### config.mk
export PLATFORM = sky130hd
export DESIGN_NAME = spp_cordic_cell
export DESIGN_NICKNAME = d
export VERILOG_FILES = /design/src/spp_pkg.sv /design/src/spp_cordic_cell.sv
export SDC_FILE = /design/constraint.sdc
export NUM_CORES = 1
export LEC_CHECK = 0
export ABC_AREA = 1
export BUFFER_PORTS_ARGS = -buffer_cell sky130_fd_sc_hd__buf_2
export CORE_MARGIN = 8
export CORE_UTILIZATION = 35
export DETAILED_ROUTE_END_ITERATION = 8
export PLACE_DENSITY = 0.51
export SLEW_MARGIN = 20
export SYNTH_ARGS = -nofsm -noshare
export SYNTH_HDL_FRONTEND = slang
export SYNTH_SLANG_ARGS = --single-unit
export TNS_END_PERCENT = 30
### constraint.sdc
create_clock -name clk -period 2.25 [get_ports clk]
set_input_delay 0 -clock clk [delete_from_list [all_inputs] [get_ports clk]]
set_output_delay 0 -clock clk [all_outputs]
set_load 0.01 [all_outputs]
### src/spp_pkg.sv
package spp_pkg;

  localparam int DEG_ONE = 65536;
  localparam int DEG_90 = 90 * DEG_ONE;
  localparam int DEG_180 = 180 * DEG_ONE;
  localparam int DEG_360 = 360 * DEG_ONE;
  localparam int CORDIC_X0 = 652032874;
  localparam int ATAN_ENTRIES = 24;
  localparam int OUT_W = 26;
  localparam int REM_W = 11;

  typedef logic signed [31:0] cq_t;
  typedef logic signed [24:0] ang_t;
  typedef logic signed [OUT_W-1:0] pos_t;

  typedef enum logic [2:0] {
    REG_PITCH_X = 3'd0,
    REG_PITCH_Y = 3'd1,
    REG_ORIGIN_X = 3'd2,
    REG_ORIGIN_Y = 3'd3,
    REG_FPV = 3'd4,
    REG_ANGLE = 3'd5,
    REG_RADIUS = 3'd6,
    REG_UNUSED = 3'd7
  } reg_idx_t;

  function automatic logic [21:0] atan_deg(input int i);
    logic [21:0] v;
    unique case (i)
      0: v = 22'd2949120;
      1: v = 22'd1740967;
      2: v = 22'd919879;
      3: v = 22'd466945;
      4: v = 22'd234379;
      5: v = 22'd117304;
      6: v = 22'd58666;
      7: v = 22'd29335;
      8: v = 22'd14668;
      9: v = 22'd7334;
      10: v = 22'd3667;
      11: v = 22'd1833;
      12: v = 22'd917;
      13: v = 22'd458;
      14: v = 22'd229;
      15: v = 22'd115;
      16: v = 22'd57;
      17: v = 22'd29;
      18: v = 22'd14;
      19: v = 22'd7;
      20: v = 22'd4;
      21: v = 22'd2;
      22: v = 22'd1;
      default: v = 22'd0;
    endcase
    return v;
  endfunction

  function automatic pos_t sat_pos(input logic signed [27:0] v);
    pos_t r;
    if (v > 28'sd33554431) begin
      r = 26'sd33554431;
    end else if (v < -28'sd33554432) begin
      r = -26'sd33554432;
    end else begin
      r = v[OUT_W-1:0];
    end
    return r;
  endfunction

endpackage

### src/spp_cordic_cell.sv
module spp_cordic_cell #(
  parameter int IDX = 0,
  parameter int SIDE_W = 1
) (
  input  logic                clk,
  input  logic                rst_n,
  input  logic                en,
  input  logic                in_vld,
  input  spp_pkg::cq_t        in_x,
  input  spp_pkg::cq_t        in_y,
  input  spp_pkg::ang_t       in_z,
  input  logic [SIDE_W-1:0]   in_side,
  output logic                out_vld,
  output spp_pkg::cq_t        out_x,
  output spp_pkg::cq_t        out_y,
  output spp_pkg::ang_t       out_z,
  output logic [SIDE_W-1:0]   out_side
);
  import spp_pkg::*;

  localparam ang_t ATAN = ang_t'(atan_deg(IDX));

  cq_t dx;
  cq_t dy;

  assign dx = in_y >>> IDX;
  assign dy = in_x >>> IDX;

  always_ff @(posedge clk) begin
    if (!rst_n) begin
      out_vld <= 1'b0;
    end else if (en) begin
      out_vld <= in_vld;
    end
    if (en) begin
      out_side <= in_side;
      if (in_z >= 0) begin
        out_x <= in_x - dx;
        out_y <= in_y + dy;
        out_z <= in_z - ATAN;
      end else begin
        out_x <= in_x + dx;
        out_y <= in_y - dy;
        out_z <= in_z + ATAN;
      end
    end
  end

endmodule

* Yosys cells after proc, flatten, opt, wreduce, memory -nomap -nowiden
Cells that the tools add are included.
Storage, ports and cells: logic and storage cells 14, input bits 94, output and inout bits 91, flip-flop bits (word level) 91
Operators by class: muxes and demuxes 3, order comparisons 1, add/subtract/negate cells 5
Operators with widths (number):
- $mux W32 | 2
- $sub A32 B32 Y32 | 2
- $add A32 B32 Y32 | 1
- $add A25 B23 Y25 const B | 1
- $ge A25 B1 Y1 const B | 1
- $mux W25 | 1
- $sub A25 B23 Y25 const B | 1

* Logic depth before layout (Yosys ltp)
word-level depth 2, depth in mapped cells 16, mapped depth without buffers 15

* Worst setup path before layout
Ideal clock, no wire load.
path type input port to flip-flop, from input in_z[24], to register out_z[23], data pin, cell stages on the path 12, required time 1.998 ns, arrival time 1.635 ns, slack 0.363 ns, path buffers 2, setup time 0.252 ns, path through inv_1 clkbuf_1 buf_2 ha_1 a21oi_1 inv_1 a31oi_1 nor2_1 o21ai_0 nand2_1 nand2_1 nand2_1
On the way: cells in the longest elaborated chain, start to end 2
RTL lines:
- start: declaration | line spp_cordic_cell.sv:11 | input spp_pkg::ang_t in_z,
- $ge A25 B1 Y1 | line spp_cordic_cell.sv:37 | if (in_z >= 0) begin
- $mux W25 | line spp_cordic_cell.sv:37
- end signal: assignment | line spp_cordic_cell.sv:40 | out_z <= in_z - ATAN;
- end signal: assignment | line spp_cordic_cell.sv:44 | out_z <= in_z + ATAN;
- end: declaration | line spp_cordic_cell.sv:16 | output spp_pkg::ang_t out_z,
Every way passes these cells. A chain may end at the register's enable or synchronous reset.

* Final worst setup path
from input in_x[4], to register out_x[22], data pin
On the way: cells in the longest elaborated chain, start to end 2, elaborated cells between the ends (all ways) 3, classes of those cells add/sub: 2; mux: 1
RTL lines:
- start: declaration | line spp_cordic_cell.sv:9 | input spp_pkg::cq_t in_x,
- $add A32 B32 Y32 / $sub A32 B32 Y32 (equally long branches) | line spp_cordic_cell.sv:42, spp_cordic_cell.sv:38
- $mux W32 (*) | line spp_cordic_cell.sv:37
- end signal: assignment | line spp_cordic_cell.sv:38 | out_x <= in_x - dx;
- end signal: assignment | line spp_cordic_cell.sv:42 | out_x <= in_x + dx;
- end: declaration | line spp_cordic_cell.sv:14 | output spp_pkg::cq_t out_x,
Every way passes the cells marked *; elsewhere a longest branch is shown, timed or not.

==> run summary <==
The run finished with clean final reports. The number of failing hold endpoints at the final stage is 0. The full die area came out at 0.0356 mm². The fraction of the cycle the final worst path needs came out at between 80% and 90%. For this design the top-level I/O count stands at 185.

In this run the deepest clock path goes through 2 buffers. The count of final max-slew check failures is 0. The leakage power came out at a little under 7 nW. The number of antenna violations at the first check in global routing came out at 0. For this configuration, the core starts out at a cell density of between 30 and 40%. The height of the die came out at around 190 µm. Detailed placement ended at an HPWL of about 32 mm. The number of enable flip-flop cells after synthesis came out at slightly below 90.

The number of global-route vias before repair is roughly 11000. The number of antenna cells inserted came out at 0. At the later pin of the worst-skew pair, clock insertion delay measures approximately 0.35 ns.

The H-tree was split into 3 levels. The cell total after placement is ~2200. In the routed design, unresolved DRC markers number 0. The net count of the finished layout came out at roughly 2000. In this run the remaining antenna-violating nets after routing total 0. The switching power as a share of total power is about 39%.

The total negative slack for setup checks came out at 0 ns. The count of cell types in the netlist came out at 43. The normalized max-slew margin is a little under 50%. The synthesized area is 0.0104 mm². The fraction of the yosys area taken by sequential cells came out at ~26%. The final weighted congestion in routability-driven placement came out at about 0.93. The die is roughly 190 µm wide. Clock-pin slew was measured on the worst setup and hold paths at ~0.080 ns. Dividing the detail-routed wire length by the instance count gives roughly 17 µm.

The clock power share is between 20 and 30%. The power density of the placed cells came out at between 500 and 600 mW/mm². The layout overhead on the synthesized area is 20.2%. The multi-input logic area is ~0.0063 mm². The part of the power in combinational logic is between 40% and 50%.

The wire length of the first global-routing pass came out at between 50 and 60 mm. The DRC violation total after the first TritonRoute iteration came out at roughly 690. The share of total power dissipated in sequential elements is 32.2%. The clock tree from TritonCTS is yes.

In the synthesized netlist the dominant register cell turns out to be edfxtp_1. Setup repair after global routing left no endpoint under its margin. Cells fill between 40% and 50% of the core in the end. In this run the standard cell core region covers slightly below 0.03 mm². The clock period could shrink to ~1.9 ns. The count of input and output buffers came out at 184. IR analysis of the VDD net gives a maximum drop of around 0.00033 V. The setup-violating endpoint count in the final report is 0.

The cell-internal power came out at around 0.0042 W. The residual overflow from global routing is 0. The startpoint class of the critical path is a primary input. The number of buffers created by CTS is 9. The via count came out at roughly 11000. Counting flops with an async set or reset pin after synthesis yields a share of 0%. The worst path arrival time is 1.98 ns. The average instance area after synthesis is around 6.4 µm².

The setup skew after layout is 0 ns. After detailed routing, the number of vias per cell comes to approximately 4.8. The min-delay analysis places its worst path in the category primary input to flip-flop. The count of filler cells inserted in the layout is approximately 3200.

The tree is rooted in a clkbuf_16. The area share of the largest cell type after synthesis came out at between 20% and 30%. Synthesis produced a netlist whose cell count is between 1500 and 2000.

By area the synthesized netlist is led by edfxtp_1 26%, nand2_1 19%, ha_1 13%, inv_1 11%, nand3_1 6.8%. The number of placement rows is between 60 and 70. The aggregate global-route resource usage came out at around 21%. The measured slew at the worst slew-check pin came out at between 0.7 and 0.8 ns. The critical-path maximum fanout is 11. The net count after synthesis came out at about 1800. The sink count of the clock tree is 90.

Max-cap violations in this run came to 0. The endpoint required time on the critical path is approximately 2.4 ns. The number of setup buffers added after CTS is 0. The fraction of layout cells with a size suffix above 1 is approximately 16%.

The synthesized flop and latch total came out at 90. The overall power consumption came out at approximately 0.007 W. The worst setup path is captured at a flip-flop. Buffers inserted to repair hold after CTS numbered 20.

The achievable clock frequency came out at 540 MHz. For this run, the number of Yosys warnings is 0. The number of resized instances in the post-cts repair step is 0. The area taken by flip-flops and latches is roughly 0.0027 mm².

Entering global routing, the biggest net connects between 50 and 60 pins. Summed over all instances, the cell type with the most area after synthesis is edfxtp_1. The first-pass iteration count of the detailed router came out at 5.

The final layout contains routed wiring with a total length of approximately 37 mm. The critical path start-end classification is primary input to flip-flop. For this design the total switching power over the nets is approximately 0.0026 W.

The number of cells in the finished layout apart from fillers came out at roughly 2200.
==> sequential cells by signal, indices dropped and copies added, names as in the netlist <==
| signal | cells |
|---|---|
| out_z | 25 |
| out_side | 1 |
| out_vld | 1 |
| out_x | 32 |
| out_y | 31 |
==> path summary, 6_finish.rpt <==
check          start        end  slack (ns)  cells past startpoint
max          in_x[4]  out_x[22]        0.40                     14
min reg2reg  out_vld    out_vld        1.08                      3
min          in_y[0]   out_x[0]        0.06                      3
max reg2reg  out_vld    out_vld        1.08                      3
==> critical path, cell delays in order <==
cell     delay (ns)
buf_2          0.10
inv_1          0.04
ha_1           0.58
nand2_2        0.16
nor2_2         0.18
nand2_1        0.10
nand3_2        0.11
nand2_1        0.10
nand2_1        0.21
nand2_1        0.12
nand2_1        0.08
nand2_1        0.05
nand3_1        0.07
nand2_1        0.06
==> cell usage after synthesis (9+ instances only) <==
cell type,count
a21oi_1,88
buf_2,14
buf_4,18
edfxtp_1,89
ha_1,108
inv_1,297
nand2_1,541
nand2_2,9
nand3_1,142
nand4_1,18
nor2_1,111
nor2_2,14
o21ai_0,53
o21bai_1,15
xor2_1,30
==> logic make-up after synthesis <==
group / after synthesis / share of synthesized area, %
AO/OA/AOI/OAI: 180 / 9.52
XOR/XNOR: 32 / 2.69
adder cells (fa/ha/maj): 111 / 13.5
buffers and inverters: 347 / 13.6
flip-flops: 90 / 25.8
multiplexers: 1 / 0.0959
AND/OR/NAND/NOR: 861 / 34.8
==> area by class of cell <==
type                       count  share of cell area (%)
clock buffer                   9                    1.79
sequential                    90                    21.5
multi-input combinational   1185                    50.4
clock inverter                 7                   0.977
timing repair buffer         257                    12.3
tap                          390                    3.89
inverter                     305                    9.12
==> power groups by stage <==
stage,clock [W],combinational (W),sequential (W)
3_3_place_gp,0,0.00270,0.00223
4_1_cts,0.00194,0.00273,0.00220
6_report,0.00189,0.00273,0.00219
5_1_grt,0.00199,0.00305,0.00222
2_1_floorplan,0,0.00154,0.00234
3_5_place_dp,0,0.00269,0.00224
==> layout by cell type, fill, tap and decap left out, types with 2 or more instances in the layout <==
cell type / count
and2_1: 3
a21boi_0: 2
clkinv_1: 2
nor2_2: 14
xor2_1: 30
a21o_1: 2
a21oi_2: 2
nor2_1: 111
dlygate4sd3_1: 20
inv_1: 296
o21ai_2: 2
nand2_1: 541
buf_4: 52
buf_2: 183
inv_2: 8
or2_2: 2
nand2_4: 2
inv_6: 2
a31oi_1: 3
edfxtp_1: 89
fa_1: 3
nand3_1: 142
ha_1: 108
o21ai_1: 4
o21ai_0: 53
o21bai_1: 15
bufinv_16: 3
o22ai_1: 4
a21oi_1: 88
nor3_1: 4
nand3b_1: 2
nand3_2: 6
o31ai_1: 3
nand4_1: 18
xnor2_1: 2
nand2_2: 9
nor3_2: 4
clkbuf_16: 9
buf_12: 2
==> stage by stage <==
stage / area [µm²] / hold WS [ns] / worst slack [ns]
6_report: 12500 / 0.0597 / 0.398
2_1_floorplan: 10400 / 0.0935 / 0.363
3_3_place_gp: 12000 / 0.178 / 0.0351
5_1_grt: 12500 / 0.0803 / 0.201
4_1_cts: 12500 / 0.0474 / 0.417
3_5_place_dp: 12000 / 0.179 / 0.0277
==> routing by layer <==
| layer | share of wire, % | up-vias | GRT usage (%) |
|---|---|---|---|
| li1 | - | 5535 | - |
| met1 | 48 | 4812 | 28.6 |
| met2 | 44 | 317 | 33.6 |
| met3 | 5.7 | 34 | 2.83 |
| met4 | 2.1 | 0 | 5.50 |
| met5 | 0 | - | 0 |
(Power assumes the default switching activity.)
