### src/spp_pkg.sv
package spp_pkg;

  localparam int DEG_ONE = 65536;
  localparam int DEG_90 = 90 * DEG_ONE;
  localparam int DEG_180 = 180 * DEG_ONE;
  localparam int DEG_360 = 360 * DEG_ONE;
  localparam int CORDIC_X0 = 652032874;
  localparam int ATAN_ENTRIES = 24;
  localparam int OUT_W = 26;
  localparam int REM_W = 11;

  typedef logic signed [31:0] cq_t;
  typedef logic signed [24:0] ang_t;
  typedef logic signed [OUT_W-1:0] pos_t;

  typedef enum logic [2:0] {
    REG_PITCH_X = 3'd0,
    REG_PITCH_Y = 3'd1,
    REG_ORIGIN_X = 3'd2,
    REG_ORIGIN_Y = 3'd3,
    REG_FPV = 3'd4,
    REG_ANGLE = 3'd5,
    REG_RADIUS = 3'd6,
    REG_UNUSED = 3'd7
  } reg_idx_t;

  function automatic logic [21:0] atan_deg(input int i);
    logic [21:0] v;
    unique case (i)
      0: v = 22'd2949120;
      1: v = 22'd1740967;
      2: v = 22'd919879;
      3: v = 22'd466945;
      4: v = 22'd234379;
      5: v = 22'd117304;
      6: v = 22'd58666;
      7: v = 22'd29335;
      8: v = 22'd14668;
      9: v = 22'd7334;
      10: v = 22'd3667;
      11: v = 22'd1833;
      12: v = 22'd917;
      13: v = 22'd458;
      14: v = 22'd229;
      15: v = 22'd115;
      16: v = 22'd57;
      17: v = 22'd29;
      18: v = 22'd14;
      19: v = 22'd7;
      20: v = 22'd4;
      21: v = 22'd2;
      22: v = 22'd1;
      default: v = 22'd0;
    endcase
    return v;
  endfunction

  function automatic pos_t sat_pos(input logic signed [27:0] v);
    pos_t r;
    if (v > 28'sd33554431) begin
      r = 26'sd33554431;
    end else if (v < -28'sd33554432) begin
      r = -26'sd33554432;
    end else begin
      r = v[OUT_W-1:0];
    end
    return r;
  endfunction

endpackage

### src/spp_div_cell.sv
module spp_div_cell #(
  parameter int IDX = 0,
  parameter int SIDE_W = 1
) (
  input  logic                     clk,
  input  logic                     rst_n,
  input  logic                     en,
  input  logic [spp_pkg::REM_W-1:0] dvs,
  input  logic                     in_vld,
  input  logic [31:0]              in_num,
  input  logic [spp_pkg::REM_W-1:0] in_rem,
  input  logic [SIDE_W-1:0]        in_side,
  output logic                     out_vld,
  output logic [31:0]              out_num,
  output logic [spp_pkg::REM_W-1:0] out_rem,
  output logic [SIDE_W-1:0]        out_side
);
  import spp_pkg::*;

  localparam int BIT = 31 - IDX;

  logic [REM_W:0] t;
  logic [REM_W:0] d_ext;
  logic [REM_W-1:0] rem_nxt;

  assign t = {in_rem, in_num[BIT]};
  assign d_ext = {1'b0, dvs};
  assign rem_nxt = (t >= d_ext) ? REM_W'(t - d_ext) : t[REM_W-1:0];

  always_ff @(posedge clk) begin
    if (!rst_n) begin
      out_vld <= 1'b0;
    end else if (en) begin
      out_vld <= in_vld;
    end
    if (en) begin
      out_num <= in_num;
      out_rem <= rem_nxt;
      out_side <= in_side;
    end
  end

endmodule

### config.mk
export PLATFORM = sky130hd
export DESIGN_NAME = spp_div_cell
export DESIGN_NICKNAME = d
export VERILOG_FILES = /design/src/spp_pkg.sv /design/src/spp_div_cell.sv
export SDC_FILE = /design/constraint.sdc
export NUM_CORES = 1
export LEC_CHECK = 0
export BUFFER_PORTS_ARGS = -buffer_cell sky130_fd_sc_hd__buf_2
export CAP_MARGIN = 20
export CORE_UTILIZATION = 42
export DETAILED_ROUTE_END_ITERATION = 7
export PLACE_DENSITY = 0.76
export SLEW_MARGIN = 20
export SYNTH_ARGS = -nofsm -noshare
export SYNTH_HDL_FRONTEND = slang
export SYNTH_SLANG_ARGS = --single-unit
### constraint.sdc
create_clock -name clk -period 2.6 [get_ports clk]
set_clock_uncertainty 0.1 [all_clocks]
set_input_delay 0.78 -clock clk [delete_from_list [all_inputs] [get_ports clk]]
set_output_delay 0.78 -clock clk [all_outputs]
set_load 0.1 [all_outputs]
Word-level counts from Yosys, hierarchy flattened
Cells that the tools add are included.
{"block": "op_classes", "addsub": 1, "order_cmp": 1, "muxes": 1}
{"operator": "$ge A12 B11 Y1", "count": 1}
{"operator": "$mux W11", "count": 1}
{"operator": "$sub A11 B11 Y11", "count": 1}
{"block": "word_totals", "ff_bits": 45, "input_bits": 59, "out_inout_bits": 45, "wordCells": 7}

Longest topological paths before layout
Gate-level depths: netlist of run 1.
{"block": "depth", "word_depth": 2, "ltp_mapped": 9, "mapped_depth_nobuf": 8}

Worst setup path before layout of run 1
Ideal clock, no wire load.
{"block": "synth_path", "path_kind": "input -> register", "from": "input port in_num[31]", "to": "register out_rem[10] in the netlist's numbering, data pin", "setup_time_ns": 0.262, "t_arrival_ns": 2.384, "required_ns": 2.238, "slack_ns": -0.146, "path_stages": 8, "n_path_buf": 0, "cell_sequence": "inv_1 > ha_1 > fa_1 > nand2b_1 > a21oi_4 > o2111ai_4 > nand3_4 > mux2_1"}
{"block": "synth_via", "elab_chain_cells": 2, "elab_cells_between_ends": 3, "cone_classes": "add/sub: 1; order compare: 1; mux: 1"}
{"item": "from (decl)", "line_no": "spp_div_cell.sv:10", "source": "input logic [31:0] in_num,"}
{"item": "$sub A11 B11 Y11 or $ge A12 B11 Y1 (tied branches)", "line_no": "spp_div_cell.sv:28", "source": "assign rem_nxt = (t >= d_ext) ? REM_W'(t - d_ext) : t[REM_W-1:0];"}
{"item": "$mux W11 *", "line_no": "spp_div_cell.sv:28"}
{"item": "named net rem_nxt[10]", "line_no": "spp_div_cell.sv:24", "source": "logic [REM_W-1:0] rem_nxt;"}
{"item": "to (signal assigned)", "line_no": "spp_div_cell.sv:38", "source": "out_rem <= rem_nxt;"}
{"item": "to (decl)", "line_no": "spp_div_cell.sv:15", "source": "output logic [spp_pkg::REM_W-1:0] out_rem,"}
Mark *: on every way through the listed nets, which the timed path passes. The rest lies on a longest branch.
A chain may end at the register's enable or synchronous reset.

Worst setup path after layout of run 1
{"block": "layout_path", "from": "input port in_num[31]", "to": "register out_rem[7] in the netlist's numbering, data pin"}
Same word-level chain as after synthesis.

==> flow_metrics.tcl, run 1 <==
set metrics [dict create \
    status "complete, no violations" \
    cts-buffers-inserted 5 \
    drt_iter0_drc 66 \
    area_growth_syn_to_layout_pct 41.3 \
    path_max_fanout 7 \
    finalWirelength_um 4930 \
    rsz0062_at_grt "no" \
    final_cell_mix "buf_2 (102), edfxtp_1 (44), buf_4 (24), inv_1 (12), nor2_1 (11)" \
    setup_violations 0 \
    tightestPinTransition_ps 500 \
    fmax_mhz 393 \
    antenna_found_initial 0 \
    cts_hold_buf 0 \
    gp_congestion 0.893 \
    cts_tree "done" \
    die_h_um 74.9 \
    num_io_pins 104 \
    synth_top_area_cell "edfxtp_1" \
    slew_violations 0 \
    ant_nets 0 \
    path_cells "buf_6 > inv_12 > ha_4 > fa_2 > nand2b_4 > a21oi_4 > o2111ai_4 > nand3_4 > mux2_4" \
    fin_crit_sh_pct 97.8 \
    critPathTopFamily "adder cells" \
    min_path_type "flip-flop to flip-flop" \
    final_common_cell "buf_2" \
    leakage_nw 1.43 \
    cts_htree_levels 2 \
    post_synth.cell_area_avg_um2 14.3 \
    vdd_drop_max_uv 410 \
    wire_per_inst_um 13.8 \
    clockBufferDepth 2 \
    die_area_mm2 0.00562 \
    yosys_most_used_dff "edfxtp_1" \
    drv_cap 0 \
    initial_core_util_pct 43.8 \
    ys_seq_area_share_pct 60.0 \
    root_buffer "clkbuf_8" \
    layout-drive-gt1-share_pct 54.4 \
    placed_cell_area_mm2 0.00304 \
    cp.required_ps 2540 \
    drc 0 \
    place_hpwl_um 4080 \
    die_x_um 74.9 \
    diodes 0 \
    vias 1776 \
    grt_first_pass_wirelength_um 7380 \
    yosysWarnings 0 \
    syn-num-nets 227 \
    ff_latch_area_mm2 0.00134 \
    hold_violations 0 \
    cpMaxStageDelayCell "fa_2" \
    insertion_delay_ps 280 \
    multi_input_area_um2 838 \
    synth.ff_latch_count 45 \
    firstDrtPassIters 4 \
    period_needed_ps 2540 \
    async_reset_ff_share_pct 0 \
    nNetsFinal 357 \
    portBuffers 103 \
    worstSetupPathType "input port to flip-flop" \
    num_rows 26 \
    synthCells 156 \
    path_buf_inv 2 \
    cts_setup_buffers 0 \
    cp-end-kind "flip-flop" \
    pre_cts_slack_ps -311 \
    clkSinkCount 45 \
    path_clk_slew_ps 70 \
    ys_top_cells_by_area "edfxtp_1 (59%), ha_1 (6.2%), inv_1 (2.2%)" \
    netlist_area_mm2 0.00223 \
    maxSlewHeadroom_pct 66.9 \
    num-fill-cells 402 \
    powerDensity_mw_per_mm2 724 \
    synth_edf_count 44 \
    grt_use_total_pct 17.8 \
    synth_top_area_share_pct 59.1 \
    synth_cell_type_count 54 \
    ff2ff_setup_slack_ps 1910 \
    cpPeakStageDelay_ps 380 \
    start_kind "input port" \
    grt_pass1_vias 1665 \
    fin_ws_ps 58.3 \
    gr-total-overflow 0 \
    grt_max_degree 21 \
    viasPerCell 4.97 \
    coreArea_mm2 0.00511 \
    fin_area_mm2 0.00316 \
    critPathArrivalTime_ps 2480 \
]
-- kinds of logic after synthesis --
| family | after synthesis | share of synthesized area (%) |
|---|---|---|
| simple gates | 37 | 10.6 |
| compound gates | 33 | 12.9 |
| flops | 45 | 60.0 |
| fa+ha+maj | 12 | 7.05 |
| xor+xnor | 3 | 1.18 |
| mux | 8 | 4.20 |
| buf+inv | 18 | 3.98 |
-- flip-flops by register name, summed over array words and instances, names as in the netlist --
name and count:
out_num 32, out_vld 1, out_rem 11, out_side 1
-- worst reg2reg max path, stage by stage (launching register included) --
cell and delay (ps):
dfxtp_1 310, mux2i_1 120, nor2b_1 60
-- final timing paths --
kind                            cells past startpoint                   end                 start
worst max-delay path                                9  out_rem[7]$_DFFE_PP_            in_num[31]
worst min register to register                      2  out_vld$_SDFFE_PN0P_  out_vld$_SDFFE_PN0P_
worst max register to register                      2  out_vld$_SDFFE_PN0P_  out_vld$_SDFFE_PN0P_
worst min-delay path                                2  out_vld$_SDFFE_PN0P_  out_vld$_SDFFE_PN0P_
-- metrics by stage --
stage | cells | util (%) | TNS [ps] | hold WS (ps) | power [mW]
6_report | 357 | 61.8 | 0 | 415 | 2.29
2_1_floorplan | 156 | - | -346 | 779 | 1.62
4_1_cts | 357 | 61.7 | 0 | 420 | 2.30
3_5_place_dp | 349 | 59.6 | -2650 | 402 | 1.81
3_3_place_gp | 349 | 59.6 | -2220 | 390 | 1.80
5_1_grt | 357 | 61.8 | 0 | 505 | 2.38
-- synthesized netlist by cell type, types with 3 or more instances --
cell type	instances
o21ai_0	4
nor2_1	11
and3_1	4
edfxtp_1	44
a21oi_1	5
nand4_1	3
ha_1	11
xnor2_1	3
mux2i_1	3
mux2_1	3
inv_1	13
-- final cells by class --
type                            instances  share of cell area (%)
Clock buffer                            6                    2.30
Clock inverter                          2                    1.07
Inverter                               13                    1.94
Multi-Input combinational cell         93                    26.6
Sequential cell                        45                    42.5
Tap cell                               70                    2.77
Timing Repair Buffer                  128                    22.9
-- per-layer routing --
metal / wire length (um) / up-vias / share of wire, % / GRT usage (%)
met1: 1770 / 807 / 36 / 17.5
met4: 99 / 0 / 2.0 / 7.76
li1: - / 863 / - / -
met5: 0 / - / 0 / 0
met2: 2510 / 94 / 51 / 33.8
met3: 542 / 12 / 11 / 6.02
-- where the power goes --
part	switching (mW)	internal, mW
Clock	0.207	0.283
Combinational	0.683	0.219
Sequential	0.0153	0.878
-- what timing repair did --
action                     in CTS  in global routing
pin swaps                       1                  3
resized for setup               0                  3
setup endpoints to repair       2                  6
Power figures use the tool's default switching activity.
==> inputs of run 2 (changes only) <==
--- a/config.mk
+++ b/config.mk
@@ -7,9 +7,10 @@
 export LEC_CHECK = 0
 export BUFFER_PORTS_ARGS = -buffer_cell sky130_fd_sc_hd__buf_2
 export CAP_MARGIN = 20
-export CORE_UTILIZATION = 42
+export CORE_UTILIZATION = 43
+export CTS_BUF_LIST = sky130_fd_sc_hd__clkbuf_8
 export DETAILED_ROUTE_END_ITERATION = 7
-export PLACE_DENSITY = 0.76
+export PLACE_DENSITY = 0.78
 export SLEW_MARGIN = 20
 export SYNTH_ARGS = -nofsm -noshare
 export SYNTH_HDL_FRONTEND = slang
==> run 2 against run 1 <==
Compared with the run above:
- final cell count fell by 0.84%
- worst hold slack better by 28 ps
- register-to-register slack worse by 40 ps
- utilization rose by 2.7 points
- critical endpoint unchanged
- highest routed layer unchanged
- via count decreased by 1.4%
- non-clock buffer count stayed put
- worst setup slack improved by 7.8 ps
- die area shrank 2.3%
- wire length down 5.7%
- sequential share of layout area rose by 0.39 points
- cell area down 0.91%
- critical path depth unchanged
==> flow_metrics.tcl, run 2 (synthesis results as in run 1) <==
set metrics [dict create \
    nNetsFinal 357 \
    drc 0 \
    place_hpwl_um 3850 \
    root_buffer "clkbuf_8" \
    vias 1751 \
    clockBufferDepth 2 \
    placedCellCount 345 \
    placed_cell_area_mm2 0.00303 \
    setup_violations 0 \
    fmax_mhz 395 \
    worstSetupPathType "input port to flip-flop" \
    ff2ff_setup_slack_ps 1870 \
    final_cell_mix "buf_2 (102), edfxtp_1 (44), buf_4 (24), inv_1 (12), nor2_1 (11)" \
    hold_violations 0 \
    num_rows 25 \
    leakage_nw 1.42 \
    maxSlewHeadroom_pct 66.5 \
    viasPerCell 4.95 \
    area_growth_syn_to_layout_pct 40.0 \
    largest_reg_flops 32 \
    die_area_mm2 0.00549 \
    wire_per_inst_um 13.1 \
    die_h_um 74.1 \
    fin_area_mm2 0.00313 \
    grt_first_pass_wirelength_um 6930 \
    fin_util_pct 64.5 \
    final_common_cell "buf_2" \
    power_mw 2.17 \
    layoutNonFillerInstCount 354 \
    portBuffers 103 \
    status "complete, no violations" \
    initial_core_util_pct 46.1 \
    ff_latch_area_mm2 0.00134 \
    multi_input_area_um2 838 \
    slew_violations 0 \
    crit_start "in_num[31]" \
    tightestPinTransition_ps 506 \
    cts_htree_levels 2 \
    drv_cap 0 \
    finalWirelength_um 4650 \
    path_max_fanout 7 \
    firstDrtPassIters 4 \
    p_seq_share_pct 41.0 \
    cp.required_ps 2540 \
    pwr-share-comb_pct 41.6 \
    coreArea_mm2 0.00485 \
    p_int_mw 1.28 \
    rr_worst_depth 2 \
    start_kind "input port" \
    insertion_delay_ps 280 \
    max_flop_register "out_num" \
    grt_max_degree 20 \
    cp-end-kind "flip-flop" \
    diodes 0 \
    vdd_drop_max_uv 326 \
    drt_iter0_drc 39 \
    r2r-start "out_vld$_SDFFE_PN0P_" \
    antenna_found_initial 0 \
    gr-total-overflow 0 \
    critPathArrivalTime_ps 2470 \
    r2r_end "out_vld$_SDFFE_PN0P_" \
    p_sw_mw 0.895 \
    swShare_pct 41.1 \
    cts_hold_buf 0 \
    ant_nets 0 \
    cts_tree "done" \
    num-fill-cells 369 \
    top_regs "out_num: 32 flops, out_rem: 11 flops" \
    layout-drive-gt1-share_pct 54.4 \
    gp_congestion 0.833 \
    path_clk_slew_ps 70 \
    die_x_um 74.1 \
    cts-buffers-inserted 5 \
    num_io_pins 104 \
    min_from "out_vld$_SDFFE_PN0P_" \
    clkSinkCount 45 \
    powerDensity_mw_per_mm2 695 \
    fin_crit_sh_pct 97.5 \
    grt_use_total_pct 17.0 \
    period_needed_ps 2530 \
    worstSetupEndpoint "out_rem[7]$_DFFE_PP_" \
    grt_pass1_vias 1581 \
    min_path_type "flip-flop to flip-flop" \
    power_frac_clock_pct 17.4 \
    rsz0062_at_grt "no" \
]
[run 2: changes by cell type in the layout (fill, tap and decap cells not counted), sizes merged]
cell / change
bufinv: -1
clkbuf: -1
clkinv: +2
[run 2: power groups by stage]
stage                     Clock, mW  Sequential [mW]  Combinational (mW)
after CTS                     0.396            0.892               0.902
after floorplan                   0             1.41               0.202
after global routing          0.419            0.900               0.943
after global placement            0            0.907               0.893
final                         0.379            0.891               0.904
after detailed placement          0            0.908               0.901
[run 2: critical path: stages]
cell and delay, ps:
buf_6 100, inv_12 30, ha_4 150, fa_2 380, nand2b_4 160, a21oi_4 160, o2111ai_4 190, nand3_4 190
mux2_4 320
[run 2: metal layers]
layer / routed length [um] / share of wire [%] / vias to the layer above / GRT usage [%]
met5: 0 / 0 / - / 0
li1: - / - / 860 / -
met2: 2340 / 50 / 84 / 30.5
met3: 412 / 8.9 / 8 / 4.61
met4: 102 / 2.2 / 0 / 8.76
met1: 1800 / 39 / 799 / 18.2
[run 2: through the flow]
stage | TNS [ps] | hold slack, ps | setup slack [ps]
6_report | 0 | 443 | 66.0
5_1_grt | 0 | 465 | 22.1
4_1_cts | 0 | 443 | 19.7
3_5_place_dp | -2760 | 424 | -311
3_3_place_gp | -2320 | 396 | -271
2_1_floorplan | -346 | 779 | -62.9
[run 2: layout make-up]
cell class                 count  share of cell area [%]
tap                           67                    2.68
clock buffer                   5                    2.20
clock inverter                 3                   0.400
timing repair buffer         128                    23.1
sequential                    45                    42.9
inverter                      13                    1.96
multi-input combinational     93                    26.8
[run 2: how the worst min path moves through the flow]
stage                            to  slack [ps]  depth (start not counted)
2_1_floorplan  out_num[0]$_DFFE_PP_         780                          0
3_3_place_gp   out_vld$_SDFFE_PN0P_         400                          2
3_5_place_dp   out_vld$_SDFFE_PN0P_         420                          2
4_1_cts        out_vld$_SDFFE_PN0P_         440                          2
5_1_grt        out_vld$_SDFFE_PN0P_         470                          2
6_report       out_vld$_SDFFE_PN0P_         440                          2
[run 2: timing repair]
item                       CTS  global route
gates cloned                 0             0
setup endpoints to repair    2             6
pin swaps                    1             3
resized for setup            0             3
buffers inserted             0             1
hold endpoints to repair     0             0
==> inputs of run 3 (changes only) <==
--- a/config.mk
+++ b/config.mk
@@ -7,10 +7,10 @@
 export LEC_CHECK = 0
 export BUFFER_PORTS_ARGS = -buffer_cell sky130_fd_sc_hd__buf_2
 export CAP_MARGIN = 20
-export CORE_UTILIZATION = 43
+export CORE_UTILIZATION = 52
 export CTS_BUF_LIST = sky130_fd_sc_hd__clkbuf_8
 export DETAILED_ROUTE_END_ITERATION = 7
-export PLACE_DENSITY = 0.78
+export PLACE_DENSITY = 0.88
 export SLEW_MARGIN = 20
 export SYNTH_ARGS = -nofsm -noshare
 export SYNTH_HDL_FRONTEND = slang
==> constraint.sdc (replaced) <==
create_clock -name clk -period 2.98 [get_ports clk]
set_clock_uncertainty 0.1 [all_clocks]
set_input_delay 0.894 -clock clk [delete_from_list [all_inputs] [get_ports clk]]
set_output_delay 0.894 -clock clk [all_outputs]
set_load 0.1 [all_outputs]
==> run 3 against run 2 <==
Compared with the run above:
- non-clock buffer count shrank 18
- critical path type unchanged
- final cell count decreased by 9.9%
- largest power group is now sequential cells
- critical endpoint is now out_rem[10]$_DFFE_PP_
- worst hold slack improved by 23 ps
==> flow_metrics.tcl, run 3 (synthesis results as in run 1) <==
set metrics [dict create \
    nNetsFinal 339 \
    p_sw_mw 0.798 \
    ff2ff_setup_slack_ps 2250 \
    diodes 0 \
    final_cell_mix "buf_2 (103), edfxtp_1 (44), inv_1 (13), nor2_1 (11), ha_1 (11)" \
    worstSetupPathType "input port to flip-flop" \
    use_met2_pct 37.0 \
    min_path_type "flip-flop to flip-flop" \
    swShare_pct 40.5 \
    setup_tns_ps 0 \
    top_regs "out_num: 32 flops, out_rem: 11 flops" \
    power_mw 1.97 \
    largest_reg_flops 32 \
    die_x_um 67.6 \
    critPathArrivalTime_ps 2680 \
    cpPeakStageDelay_ps 380 \
    gr-max-usage-layer "met2" \
    clockBufferDepth 2 \
    num_io_pins 104 \
    cp.required_ps 2920 \
    fin_util_pct 72.8 \
    place_hpwl_um 3940 \
    vias 1724 \
    viasPerCell 5.40 \
    die_h_um 67.6 \
    num-fill-cells 280 \
    max_flop_register "out_num" \
    cp-end-kind "flip-flop" \
    layoutNonFillerInstCount 319 \
    leakage_nw 1.32 \
    coreArea_mm2 0.00406 \
    power_frac_clock_pct 22.7 \
    met3_usage_pct 6.42 \
    path_clk_slew_ps 80 \
    cts_resized 0 \
    path_cells "buf_2 > inv_1 > ha_1 > fa_1 > nand2b_1 > a21oi_4 > o2111ai_4 > nand3_4 > mux2_1" \
    worstSetupEndpoint "out_rem[10]$_DFFE_PP_" \
    placedCellCount 311 \
    gp_congestion 0.936 \
    gr-total-overflow 0 \
    cts-buffers-inserted 5 \
    fin_ws_ps 242 \
    vdd_drop_max_uv 324 \
    p_seq_share_pct 39.5 \
    whs_ps 466 \
    firstDrtPassIters 4 \
    setup_violations 0 \
    pwr-share-comb_pct 37.8 \
    root_buffer "clkbuf_8" \
    met1_usage_pct 24.6 \
    final_common_cell "buf_2" \
    slew_violations 0 \
    cts_setup_buffers 0 \
    status "complete, no violations" \
    insertion_delay_ps 290 \
    start_kind "input port" \
    fmax_mhz 365 \
    grt_pass1_vias 1541 \
    ant_nets 0 \
    cpMaxStageDelayCell "fa_1" \
    crit_start "in_num[31]" \
    hold_violations 0 \
    cts_hold_buf 0 \
    portBuffers 103 \
    antenna_found_initial 0 \
    die_area_mm2 0.00456 \
    grt_max_degree 27 \
    drc 0 \
    grt_first_pass_wirelength_um 7040 \
    clkSinkCount 45 \
    layout-drive-gt1-share_pct 49.4 \
    rsz0062_at_grt "no" \
    drt_iter0_drc 83 \
    tightestPinTransition_ps 509 \
    fin_crit_sh_pct 91.9 \
    cts_tree "done" \
    path_max_fanout 7 \
    initial_core_util_pct 55.1 \
    fin_area_mm2 0.00295 \
    p_int_mw 1.17 \
    r2r_end "out_vld$_SDFFE_PN0P_" \
    powerDensity_mw_per_mm2 668 \
    finalWirelength_um 4860 \
    rr_worst_depth 2 \
    cts_htree_levels 2 \
    area_growth_syn_to_layout_pct 32.1 \
    period_needed_ps 2740 \
    grt_use_total_pct 21.5 \
    r2r-start "out_vld$_SDFFE_PN0P_" \
    maxSlewHeadroom_pct 66.3 \
    drv_cap 0 \
    num_rows 23 \
    placed_cell_area_mm2 0.00284 \
    wire_per_inst_um 15.2 \
    pre_cts_slack_ps -52.2 \
]
[run 3: cell types whose count changed in the layout (fill, tap and decap cells not counted), sizes merged]
cell | before | now
bufinv | 0 | 1
buf | 128 | 110
clkinvlp | 0 | 1
clkinv | 3 | 1
[run 3: worst max-delay path, delay by kind of cell]
family	cells	cell delay [ps]
AOI/OAI and AO/OA	2	370
adders and majority gates	2	580
buffers and inverters	2	140
muxes	1	330
and+or+nand+nor	2	380
[run 3: worst min-delay path by stage]
stage | start | to | depth (start not counted)
finish | out_vld$_SDFFE_PN0P_ | out_vld$_SDFFE_PN0P_ | 2
floorplan | out_vld$_SDFFE_PN0P_ | out_vld$_SDFFE_PN0P_ | 2
detailed placement | out_vld$_SDFFE_PN0P_ | out_vld$_SDFFE_PN0P_ | 2
global route | out_vld$_SDFFE_PN0P_ | out_vld$_SDFFE_PN0P_ | 2
global placement | out_vld$_SDFFE_PN0P_ | out_vld$_SDFFE_PN0P_ | 2
CTS | out_vld$_SDFFE_PN0P_ | out_vld$_SDFFE_PN0P_ | 2
[run 3: area by class of cell]
class / count / area (um^2) / area share, %
inverters: 13 / 48.8 / 1.65
flip-flops and latches: 45 / 1340 / 45.4
repair buffers: 110 / 581 / 19.7
clock inverters: 3 / 46.3 / 1.57
well taps: 50 / 62.6 / 2.12
clock buffers: 5 / 68.8 / 2.33
multi-input cells: 93 / 805 / 27.2
[run 3: power by group through the flow]
stage               logic (mW)  clock network, mW  registers [mW]
floorplan                0.163                  0            1.23
global placement         0.737                  0           0.791
detailed placement       0.745                  0           0.794
CTS                      0.746              0.459           0.780
global route             0.777              0.483           0.786
finish                   0.745              0.448           0.779
[run 3: routing by layer]
| layer | wire length, um | vias to the layer above |
|---|---|---|
| met5 | 0 | - |
| met3 | 454 | 13 |
| met2 | 2390 | 84 |
| met1 | 1870 | 798 |
| met4 | 142 | 0 |
| li1 | - | 829 |
